[src/rtl/core/assert_macros.svh]
// ---------------------------------------------------------------------------
// Assertion macros shared by the RTL
// Concurrent checks that vanish when SYNTHESIS is defined.
// ---------------------------------------------------------------------------
`ifndef ASSERT_MACROS_SVH
`define ASSERT_MACROS_SVH
`ifndef SYNTHESIS
`define LSKTC_ASSERT(lbl, clk, rstn, prop, msg) \
    lbl: assert property (@(posedge clk) disable iff (!rstn) (prop)) else $error(msg);
`define LSKTC_ASSERT_IMPL(lbl, clk, rstn, ante, cons, msg) \
    lbl: assert property (@(posedge clk) disable iff (!rstn) (ante) |-> (cons)) else $error(msg);
`else
`define LSKTC_ASSERT(lbl, clk, rstn, prop, msg)
`define LSKTC_ASSERT_IMPL(lbl, clk, rstn, ante, cons, msg)
`endif
`endif

[src/rtl/core/lsktc_pkg.sv]
// ---------------------------------------------------------------------------
// lsktc_pkg
// Types and constants of the size-keyed LRU target cache.
// ---------------------------------------------------------------------------
package lsktc_pkg;

    localparam int unsigned LSKTC_MAX_ENTRIES = 8;
    localparam int unsigned DIM_BITS          = 14;
    localparam int unsigned CAP_W             = 4;
    localparam int unsigned SLOT_W            = 3;
    localparam int unsigned LIVE_W            = 4;
    localparam int unsigned CNT_W             = 32;
    localparam logic [CAP_W-1:0] CAP_RESET    = 4'd8;

    localparam logic KIND_ACQUIRE = 1'b0;
    localparam logic KIND_FLUSH   = 1'b1;

    typedef struct packed {
        logic                kind;
        logic [DIM_BITS-1:0] width;
        logic [DIM_BITS-1:0] height;
        logic                create_ok;
    } lsktc_req_t;

    typedef struct packed {
        logic                hit;
        logic                granted;
        logic [SLOT_W-1:0]   slot;
        logic                evicted;
        logic [DIM_BITS-1:0] evicted_width;
        logic [DIM_BITS-1:0] evicted_height;
        logic [CNT_W-1:0]    hit_total;
        logic [CNT_W-1:0]    miss_total;
        logic [CNT_W-1:0]    eviction_total;
        logic [CNT_W-1:0]    allocation_total;
        logic [LIVE_W-1:0]   live_entries;
    } lsktc_rsp_t;

    // Command broadcast to every cell
    typedef enum logic [1:0] {
        OP_NOP,
        OP_PROMOTE,
        OP_INSERT,
        OP_FLUSH
    } lsktc_op_t;

    typedef struct packed {
        lsktc_op_t           op;
        logic [DIM_BITS-1:0] key_w;
        logic [DIM_BITS-1:0] key_h;
    } lsktc_cmd_t;

    // Data handed from one cell to the next
    typedef struct packed {
        logic                free_seen;
        logic [DIM_BITS-1:0] vic_w;
        logic [DIM_BITS-1:0] vic_h;
    } lsktc_link_t;

endpackage

[src/rtl/core/lru_size_keyed_target_cache.sv]
// ---------------------------------------------------------------------------
// lru_size_keyed_target_cache
// Fully associative LRU tag store keyed by (width, height).
// ---------------------------------------------------------------------------
// Requests arrive on s_valid/s_ready/s_data: kind 0 acquires a target for a
// size, kind 1 flushes every entry. Each request yields exactly one response
// on m_valid/m_ready/m_data with hit, grant, slot, eviction details, the four
// running 32-bit counters and the live entry count.
// The store is a row of MAX_ENTRIES cells. A request passes a search state
// (all cells compare the key, the row ripples the lowest free slot and the
// victim key) and then an update state (one command broadcast to all
// cells), whose end registers the response and sets m_valid. A new request
// is taken in the update state as the last one completes.
// The response sits in an output register; while the receiver stalls it a
// finished search holds in update and the cells do not change.
// cfg_wr_en/cfg_wr_data write the capacity (0 acts as 1, values above
// MAX_ENTRIES act as MAX_ENTRIES); write it only while the block is idle.
// Reset empties the store, zeroes the counters and sets capacity to 8.
// ---------------------------------------------------------------------------
`include "assert_macros.svh"

module lru_size_keyed_target_cache
    import lsktc_pkg::*;
#(
    parameter int unsigned MAX_ENTRIES = LSKTC_MAX_ENTRIES
) (
    input  logic             aclk,
    input  logic             aresetn,
    input  logic             s_valid,
    output logic             s_ready,
    input  lsktc_req_t       s_data,
    output logic             m_valid,
    input  logic             m_ready,
    output lsktc_rsp_t       m_data,
    input  logic             cfg_wr_en,
    input  logic [CAP_W-1:0] cfg_wr_data
);

    localparam int unsigned IW = (MAX_ENTRIES > 1) ? $clog2(MAX_ENTRIES) : 1;
    localparam int unsigned CW = $clog2(MAX_ENTRIES + 1);
    localparam int unsigned LW = (CW > CAP_W) ? CW : CAP_W;
    localparam int unsigned SW = (IW > SLOT_W) ? IW : SLOT_W;

    typedef enum logic [1:0] {
        ST_IDLE,
        ST_SEARCH,
        ST_UPDATE
    } state_t;

    state_t               state_reg;
    lsktc_req_t           req_reg;
    logic [CAP_W-1:0]     cap_reg;
    logic [CW-1:0]        live_reg;
    logic [CNT_W-1:0]     hits_reg, misses_reg, evicts_reg, allocs_reg;
    logic                 m_valid_reg;
    lsktc_rsp_t           m_data_reg;

    // search results
    logic                   hit_reg;
    logic [MAX_ENTRIES-1:0] hit_oh_reg;
    logic [IW-1:0]          hit_rank_reg;
    logic                   free_any_reg;
    logic [MAX_ENTRIES-1:0] free_oh_reg;
    logic [MAX_ENTRIES-1:0] vic_oh_reg;
    logic [DIM_BITS-1:0]    vic_w_reg, vic_h_reg;

    // cell row
    lsktc_cmd_t             cmd;
    logic [IW-1:0]          cmd_rank;
    logic [MAX_ENTRIES-1:0] sel_vec;
    lsktc_link_t            link [MAX_ENTRIES+1];
    logic [MAX_ENTRIES-1:0] hit_vec, free_vec, vic_vec;
    logic [IW-1:0]          rank_vec [MAX_ENTRIES];

    logic                   out_free, advance;
    logic [LW-1:0]          cap_ext, cap_eff, live_ext, evict_n, live_new;
    logic [IW-1:0]          capm1;
    logic [IW-1:0]          hit_rank_c;
    logic                   is_flush, insert;
    logic [MAX_ENTRIES-1:0] dst_oh;
    logic [SW-1:0]          hit_idx, dst_idx;
    lsktc_rsp_t             rsp_c;

    assign out_free = !m_valid_reg || m_ready;
    assign advance  = (state_reg == ST_UPDATE) && out_free;
    assign s_ready  = (state_reg == ST_IDLE) || advance;
    assign m_valid  = m_valid_reg;
    assign m_data   = m_data_reg;

    // Effective capacity and the rank at which eviction starts
    always_comb begin
        cap_ext = LW'(cap_reg);
        if (cap_ext == '0) begin
            cap_eff = LW'(1);
        end else if (cap_ext > LW'(MAX_ENTRIES)) begin
            cap_eff = LW'(MAX_ENTRIES);
        end else begin
            cap_eff = cap_ext;
        end
        capm1 = IW'(cap_eff - LW'(1));
    end

    // Decode the pending request
    always_comb begin
        is_flush = (req_reg.kind == KIND_FLUSH);
        insert   = !is_flush && !hit_reg && (req_reg.width != '0)
                   && (req_reg.height != '0) && req_reg.create_ok;
        live_ext = LW'(live_reg);
        evict_n  = '0;
        if (insert && (live_ext >= cap_eff)) begin
            evict_n = live_ext - cap_eff + LW'(1);
        end
        if (is_flush) begin
            live_new = '0;
        end else if (insert) begin
            live_new = live_ext - evict_n + LW'(1);
        end else begin
            live_new = live_ext;
        end
        dst_oh = free_any_reg ? free_oh_reg : vic_oh_reg;
        sel_vec = hit_reg ? hit_oh_reg : dst_oh;
    end

    // One-hot to index, and rank of the hit entry
    always_comb begin
        hit_idx    = '0;
        dst_idx    = '0;
        hit_rank_c = '0;
        for (int i = 0; i < MAX_ENTRIES; i++) begin
            if (hit_oh_reg[i]) begin
                hit_idx = hit_idx | SW'(i);
            end
            if (dst_oh[i]) begin
                dst_idx = dst_idx | SW'(i);
            end
            if (hit_vec[i]) begin
                hit_rank_c = hit_rank_c | rank_vec[i];
            end
        end
    end

    // Command to the cells; change them only when the result can be stored
    always_comb begin
        cmd.key_w = req_reg.width;
        cmd.key_h = req_reg.height;
        cmd.op    = OP_NOP;
        if (advance) begin
            if (is_flush) begin
                cmd.op = OP_FLUSH;
            end else if (hit_reg) begin
                cmd.op = OP_PROMOTE;
            end else if (insert) begin
                cmd.op = OP_INSERT;
            end
        end
        cmd_rank = ((state_reg == ST_UPDATE) && hit_reg) ? hit_rank_reg : capm1;
    end

    assign link[0] = '0;

    for (genvar g = 0; g < MAX_ENTRIES; g++) begin : g_cell
        lsktc_cell #(
            .IDX_W (IW)
        ) u_cell (
            .aclk        (aclk),
            .aresetn     (aresetn),
            .cmd         (cmd),
            .cmd_rank    (cmd_rank),
            .sel         (sel_vec[g]),
            .link_in     (link[g]),
            .link_out    (link[g+1]),
            .hit         (hit_vec[g]),
            .lowest_free (free_vec[g]),
            .victim      (vic_vec[g]),
            .rank        (rank_vec[g])
        );
    end

    // Response built in the update cycle
    always_comb begin
        rsp_c.hit              = hit_reg;
        rsp_c.granted          = hit_reg || insert;
        rsp_c.slot             = hit_reg ? hit_idx[SLOT_W-1:0]
                                 : (insert ? dst_idx[SLOT_W-1:0] : '0);
        rsp_c.evicted          = (evict_n != '0);
        rsp_c.evicted_width    = (evict_n != '0) ? vic_w_reg : '0;
        rsp_c.evicted_height   = (evict_n != '0) ? vic_h_reg : '0;
        rsp_c.hit_total        = hits_reg + CNT_W'(hit_reg);
        rsp_c.miss_total       = misses_reg + CNT_W'(!is_flush && !hit_reg);
        rsp_c.eviction_total   = evicts_reg + CNT_W'(evict_n);
        rsp_c.allocation_total = allocs_reg + CNT_W'(insert);
        rsp_c.live_entries     = live_new[LIVE_W-1:0];
    end

    always_ff @(posedge aclk) begin
        if (!aresetn) begin
            state_reg   <= ST_IDLE;
            cap_reg     <= CAP_RESET;
            live_reg    <= '0;
            hits_reg    <= '0;
            misses_reg  <= '0;
            evicts_reg  <= '0;
            allocs_reg  <= '0;
            m_valid_reg <= 1'b0;
        end else begin
            if (cfg_wr_en) begin
                cap_reg <= cfg_wr_data;
            end
            if (advance) begin
                m_valid_reg <= 1'b1;
            end else if (m_ready) begin
                m_valid_reg <= 1'b0;
            end
            unique case (state_reg)
                ST_IDLE: begin
                    if (s_valid) begin
                        state_reg <= ST_SEARCH;
                    end
                end
                ST_SEARCH: begin
                    state_reg <= ST_UPDATE;
                end
                ST_UPDATE: begin
                    if (out_free) begin
                        live_reg    <= CW'(live_new);
                        hits_reg    <= rsp_c.hit_total;
                        misses_reg  <= rsp_c.miss_total;
                        evicts_reg  <= rsp_c.eviction_total;
                        allocs_reg  <= rsp_c.allocation_total;
                        state_reg   <= s_valid ? ST_SEARCH : ST_IDLE;
                    end
                end
                default: begin
                    state_reg <= ST_IDLE;
                end
            endcase
        end
        if (s_valid && s_ready) begin
            req_reg <= s_data;
        end
        if (state_reg == ST_SEARCH) begin
            hit_reg      <= (|hit_vec) && (req_reg.kind == KIND_ACQUIRE);
            hit_oh_reg   <= hit_vec;
            hit_rank_reg <= hit_rank_c;
            free_any_reg <= link[MAX_ENTRIES].free_seen;
            free_oh_reg  <= free_vec;
            vic_oh_reg   <= vic_vec;
            vic_w_reg    <= link[MAX_ENTRIES].vic_w;
            vic_h_reg    <= link[MAX_ENTRIES].vic_h;
        end
        if (advance) begin
            m_data_reg <= rsp_c;
        end
    end

    `LSKTC_ASSERT(a_live_bound, aclk, aresetn, live_reg <= CW'(MAX_ENTRIES), "live count over depth")
    `LSKTC_ASSERT(a_hit_unique, aclk, aresetn, $onehot0(hit_vec), "key held in two slots")
    `LSKTC_ASSERT(a_rank_unique, aclk, aresetn, $onehot0(vic_vec), "recency ranks not distinct")
    `LSKTC_ASSERT_IMPL(a_dst_exists, aclk, aresetn, (state_reg == ST_UPDATE) && insert && !free_any_reg, $onehot(vic_oh_reg), "full store without a victim")

endmodule

[src/rtl/core/lsktc_cell.sv]
// ---------------------------------------------------------------------------
// lsktc_cell
// One slot of the tag store: valid bit, size key and recency rank.
// ---------------------------------------------------------------------------
module lsktc_cell
    import lsktc_pkg::*;
#(
    parameter int unsigned IDX_W = 3
) (
    input  logic              aclk,
    input  logic              aresetn,
    input  lsktc_cmd_t        cmd,
    input  logic [IDX_W-1:0]  cmd_rank,
    input  logic              sel,
    input  lsktc_link_t       link_in,
    output lsktc_link_t       link_out,
    output logic              hit,
    output logic              lowest_free,
    output logic              victim,
    output logic [IDX_W-1:0]  rank
);

    logic                valid_reg, valid_next;
    logic [DIM_BITS-1:0] width_reg, width_next;
    logic [DIM_BITS-1:0] height_reg, height_next;
    logic [IDX_W-1:0]    rank_reg, rank_next;

    assign hit         = valid_reg && (width_reg == cmd.key_w) && (height_reg == cmd.key_h);
    assign lowest_free = !valid_reg && !link_in.free_seen;
    assign victim      = valid_reg && (rank_reg == cmd_rank);
    assign rank        = rank_reg;

    // Pass the free flag and the victim key down the row
    assign link_out.free_seen = link_in.free_seen || !valid_reg;
    assign link_out.vic_w     = link_in.vic_w | (victim ? width_reg : '0);
    assign link_out.vic_h     = link_in.vic_h | (victim ? height_reg : '0);

    always_comb begin
        valid_next  = valid_reg;
        width_next  = width_reg;
        height_next = height_reg;
        rank_next   = rank_reg;
        unique case (cmd.op)
            OP_FLUSH: begin
                valid_next = 1'b0;
            end
            OP_PROMOTE: begin
                if (sel) begin
                    rank_next = '0;
                end else if (valid_reg && (rank_reg < cmd_rank)) begin
                    rank_next = rank_reg + IDX_W'(1);
                end
            end
            OP_INSERT: begin
                if (sel) begin
                    valid_next  = 1'b1;
                    width_next  = cmd.key_w;
                    height_next = cmd.key_h;
                    rank_next   = '0;
                end else if (valid_reg) begin
                    // drop everything at or beyond the capacity threshold
                    if (rank_reg >= cmd_rank) begin
                        valid_next = 1'b0;
                    end else begin
                        rank_next = rank_reg + IDX_W'(1);
                    end
                end
            end
            default: begin
            end
        endcase
    end

    always_ff @(posedge aclk) begin
        if (!aresetn) begin
            valid_reg <= 1'b0;
        end else begin
            valid_reg <= valid_next;
        end
        width_reg  <= width_next;
        height_reg <= height_next;
        rank_reg   <= rank_next;
    end

endmodule
[config.mk]
export PLATFORM = sky130hd
export DESIGN_NAME = lru_size_keyed_target_cache
export DESIGN_NICKNAME = d
export VERILOG_FILES = /design/src/rtl/core/lsktc_pkg.sv /design/src/rtl/core/lru_size_keyed_target_cache.sv /design/src/rtl/core/lsktc_cell.sv
export VERILOG_INCLUDE_DIRS = /design/src /design/src/rtl/core
export SDC_FILE = /design/constraint.sdc
export NUM_CORES = 1
export LEC_CHECK = 0
export BUFFER_PORTS_ARGS = -buffer_cell sky130_fd_sc_hd__buf_2
export CORE_MARGIN = 8
export CORE_UTILIZATION = 43
export DETAILED_ROUTE_END_ITERATION = 8
export PLACE_DENSITY = 0.59
export SYNTH_ARGS = -nofsm -noshare
export SYNTH_HDL_FRONTEND = slang
export SYNTH_SLANG_ARGS = --single-unit
[constraint.sdc]
create_clock -name aclk -period 11 [get_ports aclk]
set_input_delay 2.2 -clock aclk [delete_from_list [all_inputs] [get_ports aclk]]
set_output_delay 2.2 -clock aclk [all_outputs]
set_load 0.005 [all_outputs]
Yosys cells after proc, flatten, opt, wreduce, memory -nomap -nowiden
Cells that the tools add are included.
{ "word_totals": {"word_cells": 415, "ff_bits": 648, "latchBits": 0, "out_inout_bits": 168, "in_bits": 39, "memories": 0, "mem_bits_ro": 0, "ramBits": 0} }
{ "op_classes": {"n_lt_le_gt_ge": 18, "n_reduce_logical": 102, "n_mux": 138, "multipliers": 0, "eq_ne": 55, "n_addsub": 17, "n_shift": 0, "n_div": 0, "bitwise_logic": 22} }
{ "op_table": {"columns": ["cell", "n"], "rows": [
  ["14-bit equality test", 16],
  ["14-bit 2-to-1 mux", 16],
  ["14-bit bitwise OR", 14],
  ["3-bit 2-to-1 mux", 59],
  ["32-bit by 1-bit adder with 32-bit output", 3],
  ["1-bit logical AND", 48],
  ["3-bit by 2-bit inequality test with 1-bit output, second input constant", 16],
  ["3-bit one-hot mux with 2 select lines", 8],
  ["32-bit by 4-bit adder with 32-bit output", 1],
  ["4-bit AND reduction", 8],
  ["1-bit 2-to-1 mux", 29],
  ["14-bit nonzero test", 2],
  ["3-bit by 1-bit adder with 3-bit output, second input constant", 8],
  ["3-bit equality test", 8],
  ["3-bit greater-or-equal comparator", 8],
  ["3-bit < comparator", 8],
  ["3-bit inequality test, second input constant", 8],
  ["3-bit bitwise OR", 7],
  ["2-bit 2-to-1 mux", 10],
  ["4-bit 2-to-1 mux", 5],
  ["2-bit AND reduction", 10],
  ["1-bit logical NOT", 17],
  ["8-bit 2-to-1 mux", 2],
  ["1-bit one-hot mux with 2 select lines", 8],
  ["16 further kinds", 33]
]} }

Longest topological paths before layout
Gate-level depths: netlist of the first run.
{ "logic_depth": {"depth_word": 18, "ltp_mapped": 18, "depth_no_buf": 17} }

Hierarchy
Synthesis of the first run repeated with hierarchy kept, for this count alone.
{ "unflattened": {"cells_unflattened": 2505, "hier_area_um2": 30352.9} }
{ "by_module_without_submodules": {"columns": ["module", "cells_per_inst", "area_each_um2", "instances", "seq_area_each_um2"], "rows": [
  ["lru_size_keyed_target_cache", 1469, 16945.0, 1, 10380.0],
  ["lsktc_cell at g_cell[0].u_cell ...", 130, 1676.6, 4, 950.9],
  ["lsktc_cell at g_cell[3].u_cell ...", 129, 1675.4, 4, 950.9]
]} }

Worst setup path before layout of the first run
No wires, ideal clock.
{ "synth_path": {"path_type": "input-to-reg", "from": "input m_ready", "to": "register m_data_reg, in the netlist m_data[0] (enable)", "arrival_time_ns": 7.572, "setup_time_ns": 0.594, "slack_ns": 2.834, "n_path_buf": 3, "required_time_ns": 10.406, "stages": 6, "path_cell_list": "nor2b_1 -> nand2b_1 -> clkbuf_1 -> inv_1 -> clkbuf_1 -> buf_1"} }
{ "synth_via": {"elab_chain_len": 2} }
{ "synth_lines": {"columns": ["element", "line_no", "source"], "rows": [
  ["start: declaration", "lru_size_keyed_target_cache.sv:33", "input logic m_ready,"],
  ["1-bit logical OR", "lru_size_keyed_target_cache.sv:84", "assign out_free = !m_valid_reg || m_ready;"],
  ["1-bit logical AND", "lru_size_keyed_target_cache.sv:85", "assign advance = (state_reg == ST_UPDATE) && out_free;"],
  ["named net advance", "lru_size_keyed_target_cache.sv:75", "logic out_free, advance;"],
  ["end signal: assignment", "lru_size_keyed_target_cache.sv:252", "m_data_reg <= rsp_c;"],
  ["end: declaration", "lru_size_keyed_target_cache.sv:56", "lsktc_rsp_t m_data_reg;"]
]} }
The timed path passes the listed nets, and every way through them passes these cells.
A chain may end at the register's enable or synchronous reset.

Final worst setup path of the first run
{ "layout_path": {"from": "input m_ready", "to": "register g_cell[4].u_cell.rank_reg[2] (enable)"} }
{ "layout_via": {"elab_chain_len": 6, "word_cells_on_any_way": 10, "cone_classes": "eq/ne: 5; mux: 1; reduce/logical: 4"} }
{ "layout_lines": {"columns": ["element", "line_no", "source"], "rows": [
  ["1-bit logical OR (*)", "lru_size_keyed_target_cache.sv:84", null],
  ["1-bit logical AND (*)", "lru_size_keyed_target_cache.sv:85", null],
  ["2-bit 2-to-1 mux (*)", "lru_size_keyed_target_cache.sv:147", "if (advance) begin"],
  ["2-bit equality test or 2-bit by 1-bit equality test with 1-bit output (tied branches)", "lsktc_cell.sv:43", "unique case (cmd.op)"],
  ["3-bit by 2-bit inequality test with 1-bit output (no line), or another cell as far along", null, null],
  ["4-bit AND reduction (no line) (*)", null, null],
  ["end signal: assignment", "lsktc_cell.sv:82", "rank_reg <= rank_next;"],
  ["end: declaration", "lsktc_cell.sv:26", "logic [IDX_W-1:0] rank_reg, rank_next;"]
]} }
Mark *: on every way between the ends. The rest lies on a longest branch, timed or not.

==> results of run 1 <==
-- where the power goes --
part           total (uW)  switching, uW  internal [uW]
logic                 260            169           91.1
clock network        2340            963           1380
registers            2710           30.2           2680
-- through the flow --
stage | cell area [sq um] | power (uW) | hold WS (ps) | setup slack (ps)
finish | 33800 | 5310 | 458 | 5650
global route | 33800 | 5480 | 496 | 5370
CTS | 33800 | 5370 | 462 | 5610
detailed placement | 31500 | 3020 | 454 | 4980
global placement | 31500 | 3020 | 447 | 5130
floorplan | 29500 | 2910 | 441 | 2830
-- worst max-delay path, cell delays in order --
cell      delay [ps]
buf_2            100
nor2b_1          190
nand2b_4         460
inv_8            390
o21ai_1          450
inv_1            130
ha_1             210
buf_4            220
nor2_1           570
a31oi_1          100
a41oi_1          250
nor2_1            70
nor2_1           250
-- layer usage --
layer,vias to the layer above,routed length (um)
li1,9146,-
met1,9696,34300
met2,772,36200
met3,111,6720
met4,2,1600
met5,-,13
-- cells in the mapped netlist (all sizes together) (3+ instances only) --
cell | n | share of area
a22oi | 66 | 0.017
fa | 4 | 0.0027
nand2 | 132 | 0.017
o41ai | 3 | 0.00089
or3 | 16 | 0.0036
a31oi | 8 | 0.0017
inv | 53 | 0.0067
xnor2 | 302 | 0.090
nand3 | 99 | 0.017
o21ai | 42 | 0.0071
nor2b | 19 | 0.0040
a221oi | 28 | 0.0083
and3 | 23 | 0.0049
nand4 | 80 | 0.017
or2 | 9 | 0.0019
a22o | 28 | 0.0083
nor4 | 52 | 0.012
or4 | 8 | 0.0022
ha | 56 | 0.024
a41oi | 7 | 0.0021
a21o | 3 | 0.00076
edfxtp | 501 | 0.51
nor3 | 47 | 0.0081
and4 | 15 | 0.0045
and2 | 51 | 0.011
nor2 | 241 | 0.031
buf | 45 | 0.0073
mux2i | 15 | 0.0051
dfxtp | 147 | 0.10
a21oi | 49 | 0.0083
o31ai | 3 | 0.00076
xor2 | 156 | 0.046
o21bai | 3 | 0.00076
clkbuf | 80 | 0.010
nand2b | 15 | 0.0032
-- cell usage in the layout, fill, tap and decap left out, types with 56 or more instances in the layout --
cell       Yosys  routed
nand4_1       79      79
nand2_1      132     132
nor2_1       241     239
a22oi_1       66      66
clkbuf_16      0      71
dfxtp_1      147     147
xor2_1       156     156
buf_2         37     206
nand3_1       99      99
ha_1          56      56
xnor2_1      302     302
edfxtp_1     501     501
-- kinds of logic after synthesis --
logic type      after synthesis
simple gates                814
buf+inv                     178
flops                       648
xor+xnor                    458
compound gates              250
mux                          15
fa+ha+maj                    60
-- worst max path at each step --
stage / from / slack [ps] / endpoint / cells past startpoint
finish: m_ready / 5650 / g_cell[4].u_cell.rank[2]$_SDFFCE_PP0P_ / 13
global route: m_ready / 5370 / g_cell[6].u_cell.rank[2]$_SDFFCE_PP0P_ / 12
CTS: m_ready / 5610 / g_cell[2].u_cell.width_reg[1]$_DFFE_PP_ / 10
detailed placement: m_ready / 4980 / g_cell[2].u_cell.width_reg[1]$_DFFE_PP_ / 10
global placement: m_ready / 5130 / g_cell[2].u_cell.width_reg[1]$_DFFE_PP_ / 10
floorplan: m_ready / 2830 / m_data[0]$_DFFE_PP_ / 6
-- cell type report --
type / count / area, sq um / area share
clock inverters: 36 / 370 / 0.0110
multi-input cells: 1597 / 10800 / 0.320
repair buffers: 257 / 1410 / 0.0418
clock buffers: 92 / 1890 / 0.0558
well taps: 882 / 1100 / 0.0327
diodes: 2 / 5.00 / 0.000148
flip-flops and latches: 648 / 18000 / 0.532
inverters: 53 / 209 / 0.00618
==> impl_metrics.toml, run 1 <==
[synth]
synthSimpleGateAreaFrac = 0.139
synth-adder-area-share = 0.0265
yosysSeqAreaShare = 0.610
syn_inst = 2423
netlist_area_sq_um = 29500
synth-compound-area-share = 0.0588
ys.flop_type = "edfxtp_1"
synth.avg_cell_area_sq_um = 12.2
syn-num-nets = 2522
yosys_warnings = 0
synth_edf_count = 501
synth_top_family_by_area = "simple AND/OR/NAND/NOR gates"
synth_xor_area_frac = 0.136
synth_cell_types = 58
synthMuxAreaShare = 0.00509
synth-seq-cells = 648
async_flop_share = 0

[cts]
numCtsBuffers = 70
clkTransAtPathRegs_ps = 60
htree_levels = 3
clockRootBuffer = "clkbuf_16"
cts_tree = "built"
post_cts_resized = 0
postCtsSetupRepairBufs = 0
clk_latency_ps = 610
clock_path_buffers = 3
clock-sinks = 648
cts_hold_buf = 0

[run]
cap_violations = 0

[min_path]
min-delay-start = "hits_reg[0]$_SDFFE_PN0P_"
hold_class = "register to register"
min_path_cells = 2
whs_endpoint = "hits_reg[0]$_SDFFE_PN0P_"

[drt]
vias = 19700
wirelength_mm = 78.9
drc = 0
drt.antenna.violating_nets = 0
wl_per_cell_um = 22.1
vias_per_cell = 5.53
dr.pass1.iters = 6
drtIter0Drc = 2287

[sta]
fin_tns_setup_ps = 0
slew_headroom = 0.238
rsz0062_at_grt = "no"
layout_worst_path_cycle_share = 0.486
period_minus_slack_ps = 5350
max_clock_freq_mhz = 187
worst_pin_slew_ps = 1130
report.final.slew_viol_count = 0
fin_worst_skew_ps = 27.5
finalHoldViolCount = 0
finalSetupViolCount = 0

[die]
die_area_sq_um = 77200
ios = 207
row_count = 96
die_y_um = 278
start_util = 0.432
die_w_um = 278
core_area_sq_um = 68200

[placed_design]
io_buffers = 206
hpwl_mm = 55.1
dpl.cell_count = 3437
place_congestion = 0.880

[global_routing]
grt_util_all_layers = 0.197
met2_usage = 0.311
grt_pass1_wl_mm = 119
use_met1 = 0.276
grt.busiest_layer = "met2"
grt_pass1_vias = 19400
use_met3 = 0.0393
grt_max_degree = 153
overflow = 0
antenna_found_initial = 3

[status]
outcome = "completed"

[setup_path]
r2r_end = "m_data[66]$_DFFE_PP_"
critPathRequiredTime_ps = 11280
timing.rr.start = "cmd[16]$_DFFE_PP_"
critPathArrivalTime_ps = 5620
critPathCaptureType = "register"
startpoint_type = "input pin"
cp_max_fo = 152
critPathKind = "input pin to register"
reg2reg_depth = 12
r2r_slack_ps = 6050

[cells_and_area]
area_growth_pct = 14.6
final_layout_size_suffix_gt1_frac = 0.142
final_nets = 2726
num-fill-cells = 6065
stdcell_count = 3567
largest_reg_flops = 166
fin_util = 0.495

[pwr]
pwr_density_cell_nw_per_um2 = 157
p_leak_uw = 0.0115
ir_drop_v = 0.0000993
Note: power is estimated with default switching activity, not from simulation.
==> run 2, diff against run 1 <==
==> constraint.sdc (replaced) <==
create_clock -name aclk -period 5.4 [get_ports aclk]
set_input_delay 1.08 -clock aclk [delete_from_list [all_inputs] [get_ports aclk]]
set_output_delay 1.08 -clock aclk [all_outputs]
set_load 0.005 [all_outputs]
==> run 2 against run 1 <==
Effect of this change: non-clock buffer count decreased by 11; total power increased by 100%; clock power increased by 100%; wire length increased by 2.8%; cell area decreased by 0.23%; first-iteration DRC count decreased by 9.5%; setup slack got worse by 4500 ps; sequential share of layout area increased by 0.12 points; critical path depth increased by 4; global-route usage increased by 0.63 points; sequential power increased by 110%; critical endpoint is now m_data[64]$_DFFE_PP_; largest cell class unchanged.
==> impl_metrics.toml, run 2 (synthesis gave the netlist of run 1 again) <==
[pwr]
comb_power_share = 0.047
ir_drop_v = 0.000214
pwr_density_cell_nw_per_um2 = 321
p_leak_uw = 0.0114
pwr-share-clk = 0.440
netSwitchingPower_uw = 2390
p_sw_frac = 0.221
internal-power_uw = 8430
seqPwrFrac = 0.514

[setup_path]
critPathKind = "register to register"
r2r_slack_ps = 1120
critPathArrivalTime_ps = 4630
critPathCaptureType = "register"
reg2reg_depth = 17
r2r_end = "m_data[64]$_DFFE_PP_"
critPathRequiredTime_ps = 5750
critPathLaunch = "cap_ext[1]$_SDFFE_PN0P_"
cp-endpoint = "m_data[64]$_DFFE_PP_"
cp_max_fo = 8
timing.rr.start = "cap_ext[1]$_SDFFE_PN0P_"
startpoint_type = "register"

[sta]
layout_worst_path_cycle_share = 0.793
report.final.slew_viol_count = 0
fin_worst_skew_ps = 33.0
max_clock_freq_mhz = 234
period_minus_slack_ps = 4280
fin_tns_setup_ps = 0
worst_pin_slew_ps = 1200
finalSetupViolCount = 0
rsz0062_at_grt = "no"
slew_headroom = 0.192
finalHoldViolCount = 0

[die]
die_y_um = 278
die_area_sq_um = 77200
die_w_um = 278
ios = 207
row_count = 96
core_area_sq_um = 68200
start_util = 0.432

[cells_and_area]
area_growth_pct = 14.3
final_layout_size_suffix_gt1_frac = 0.141
layout_commonest_cell = "edfxtp_1"
fin_util = 0.494
largest_reg_flops = 166
final_nets = 2716
final_cell_mix = "edfxtp_1, xnor2_1, nor2_1"

[drt]
wirelength_mm = 81.0
vias = 19800
drtIter0Drc = 2070
dr.pass1.iters = 5
drc = 0
vias_per_cell = 5.57
drt.antenna.violating_nets = 0
wl_per_cell_um = 22.8

[run]
cap_violations = 0

[cts]
clk_latency_ps = 610
clock-sinks = 648
htree_levels = 3
cts_tree = "built"
postCtsSetupRepairBufs = 0
clkTransAtPathRegs_ps = 60
post_cts_resized = 0
cts_hold_buf = 0
clockRootBuffer = "clkbuf_16"
numCtsBuffers = 71
clock_path_buffers = 3

[status]
outcome = "completed"

[placed_design]
hpwl_mm = 55.3
place_congestion = 0.908
io_buffers = 206

[global_routing]
grt_max_degree = 79
grt_pass1_wl_mm = 121
antenna_found_initial = 7
grt_util_all_layers = 0.203
grt_pass1_vias = 19400
overflow = 0

[min_path]
hold_class = "register to register"
[run 2: cell count changes in the layout (fill, tap and decap cells not counted), sizes merged]
cell and delta:
clkinvlp +1, buf -11, clkbuf +5, inv +1, clkinv -5, bufinv -2, diode +1
[run 2: final cells by class]
cell class | count | area [sq um]
clock buffer | 97 | 1960
multi-input combinational | 1597 | 10800
antenna | 3 | 7.51
timing repair buffer | 246 | 1330
tap | 882 | 1100
clock inverter | 31 | 293
sequential | 648 | 18000
inverter | 53 | 209
fill | 5967 | 34500
[run 2: worst min path at each step]
| stage | start | end | slack [ps] | cells after the start |
|---|---|---|---|---|
| floorplan | allocs_reg[0]$_SDFFE_PN0P_ | allocs_reg[0]$_SDFFE_PN0P_ | 440 | 2 |
| global placement | hits_reg[0]$_SDFFE_PN0P_ | hits_reg[0]$_SDFFE_PN0P_ | 450 | 2 |
| detailed placement | allocs_reg[0]$_SDFFE_PN0P_ | allocs_reg[0]$_SDFFE_PN0P_ | 450 | 2 |
| CTS | allocs_reg[0]$_SDFFE_PN0P_ | allocs_reg[0]$_SDFFE_PN0P_ | 460 | 2 |
| global route | allocs_reg[0]$_SDFFE_PN0P_ | allocs_reg[0]$_SDFFE_PN0P_ | 500 | 2 |
| finish | hits_reg[0]$_SDFFE_PN0P_ | hits_reg[0]$_SDFFE_PN0P_ | 460 | 2 |
[run 2: power groups by stage]
stage	Sequential [uW]	Clock, uW	Combinational, uW
after global routing	5570	5050	543
after detailed placement	5660	0	499
after CTS	5560	4860	502
final	5560	4750	504
after floorplan	5620	0	310
after global placement	5660	0	492
[run 2: stage by stage]
step / total power, uW / hold WS [ps] / std cells / area, sq um / setup WS [ps]
after global placement: 6150 / 448 / 3426 / 31500 / 1370
after detailed placement: 6160 / 455 / 3426 / 31500 / 1140
after CTS: 10900 / 462 / 3554 / 33700 / 1150
after floorplan: 5930 / 441 / 2423 / 29500 / 776
final: 10800 / 464 / 3557 / 33700 / 1120
after global routing: 11200 / 498 / 3556 / 33700 / 829
[run 2: routing by layer]
layer / routed length [um] / global-route usage / vias up / share of wire
li1: - / - / 9116 / -
met1: 35600 / 0.281 / 9761 / 0.44
met2: 36800 / 0.319 / 788 / 0.45
met3: 6260 / 0.0398 / 152 / 0.077
met4: 2420 / 0.0675 / 2 / 0.030
met5: 9 / 0 / - / 0.00011
[run 2: worst max-delay path, stage by stage (launching register included)]
cell and delay, ps:
dfxtp_1 350, nor2_1 60, o21ai_0 440, inv_1 200
ha_1 360, nand2b_1 120, a21oi_1 70, o21bai_1 420
and3_1 270, ha_1 190, fa_1 210, a21o_1 140
a21oi_1 60, buf_4 160, nand4b_1 350, or2_2 420
nor2_1 140, xor2_1 90
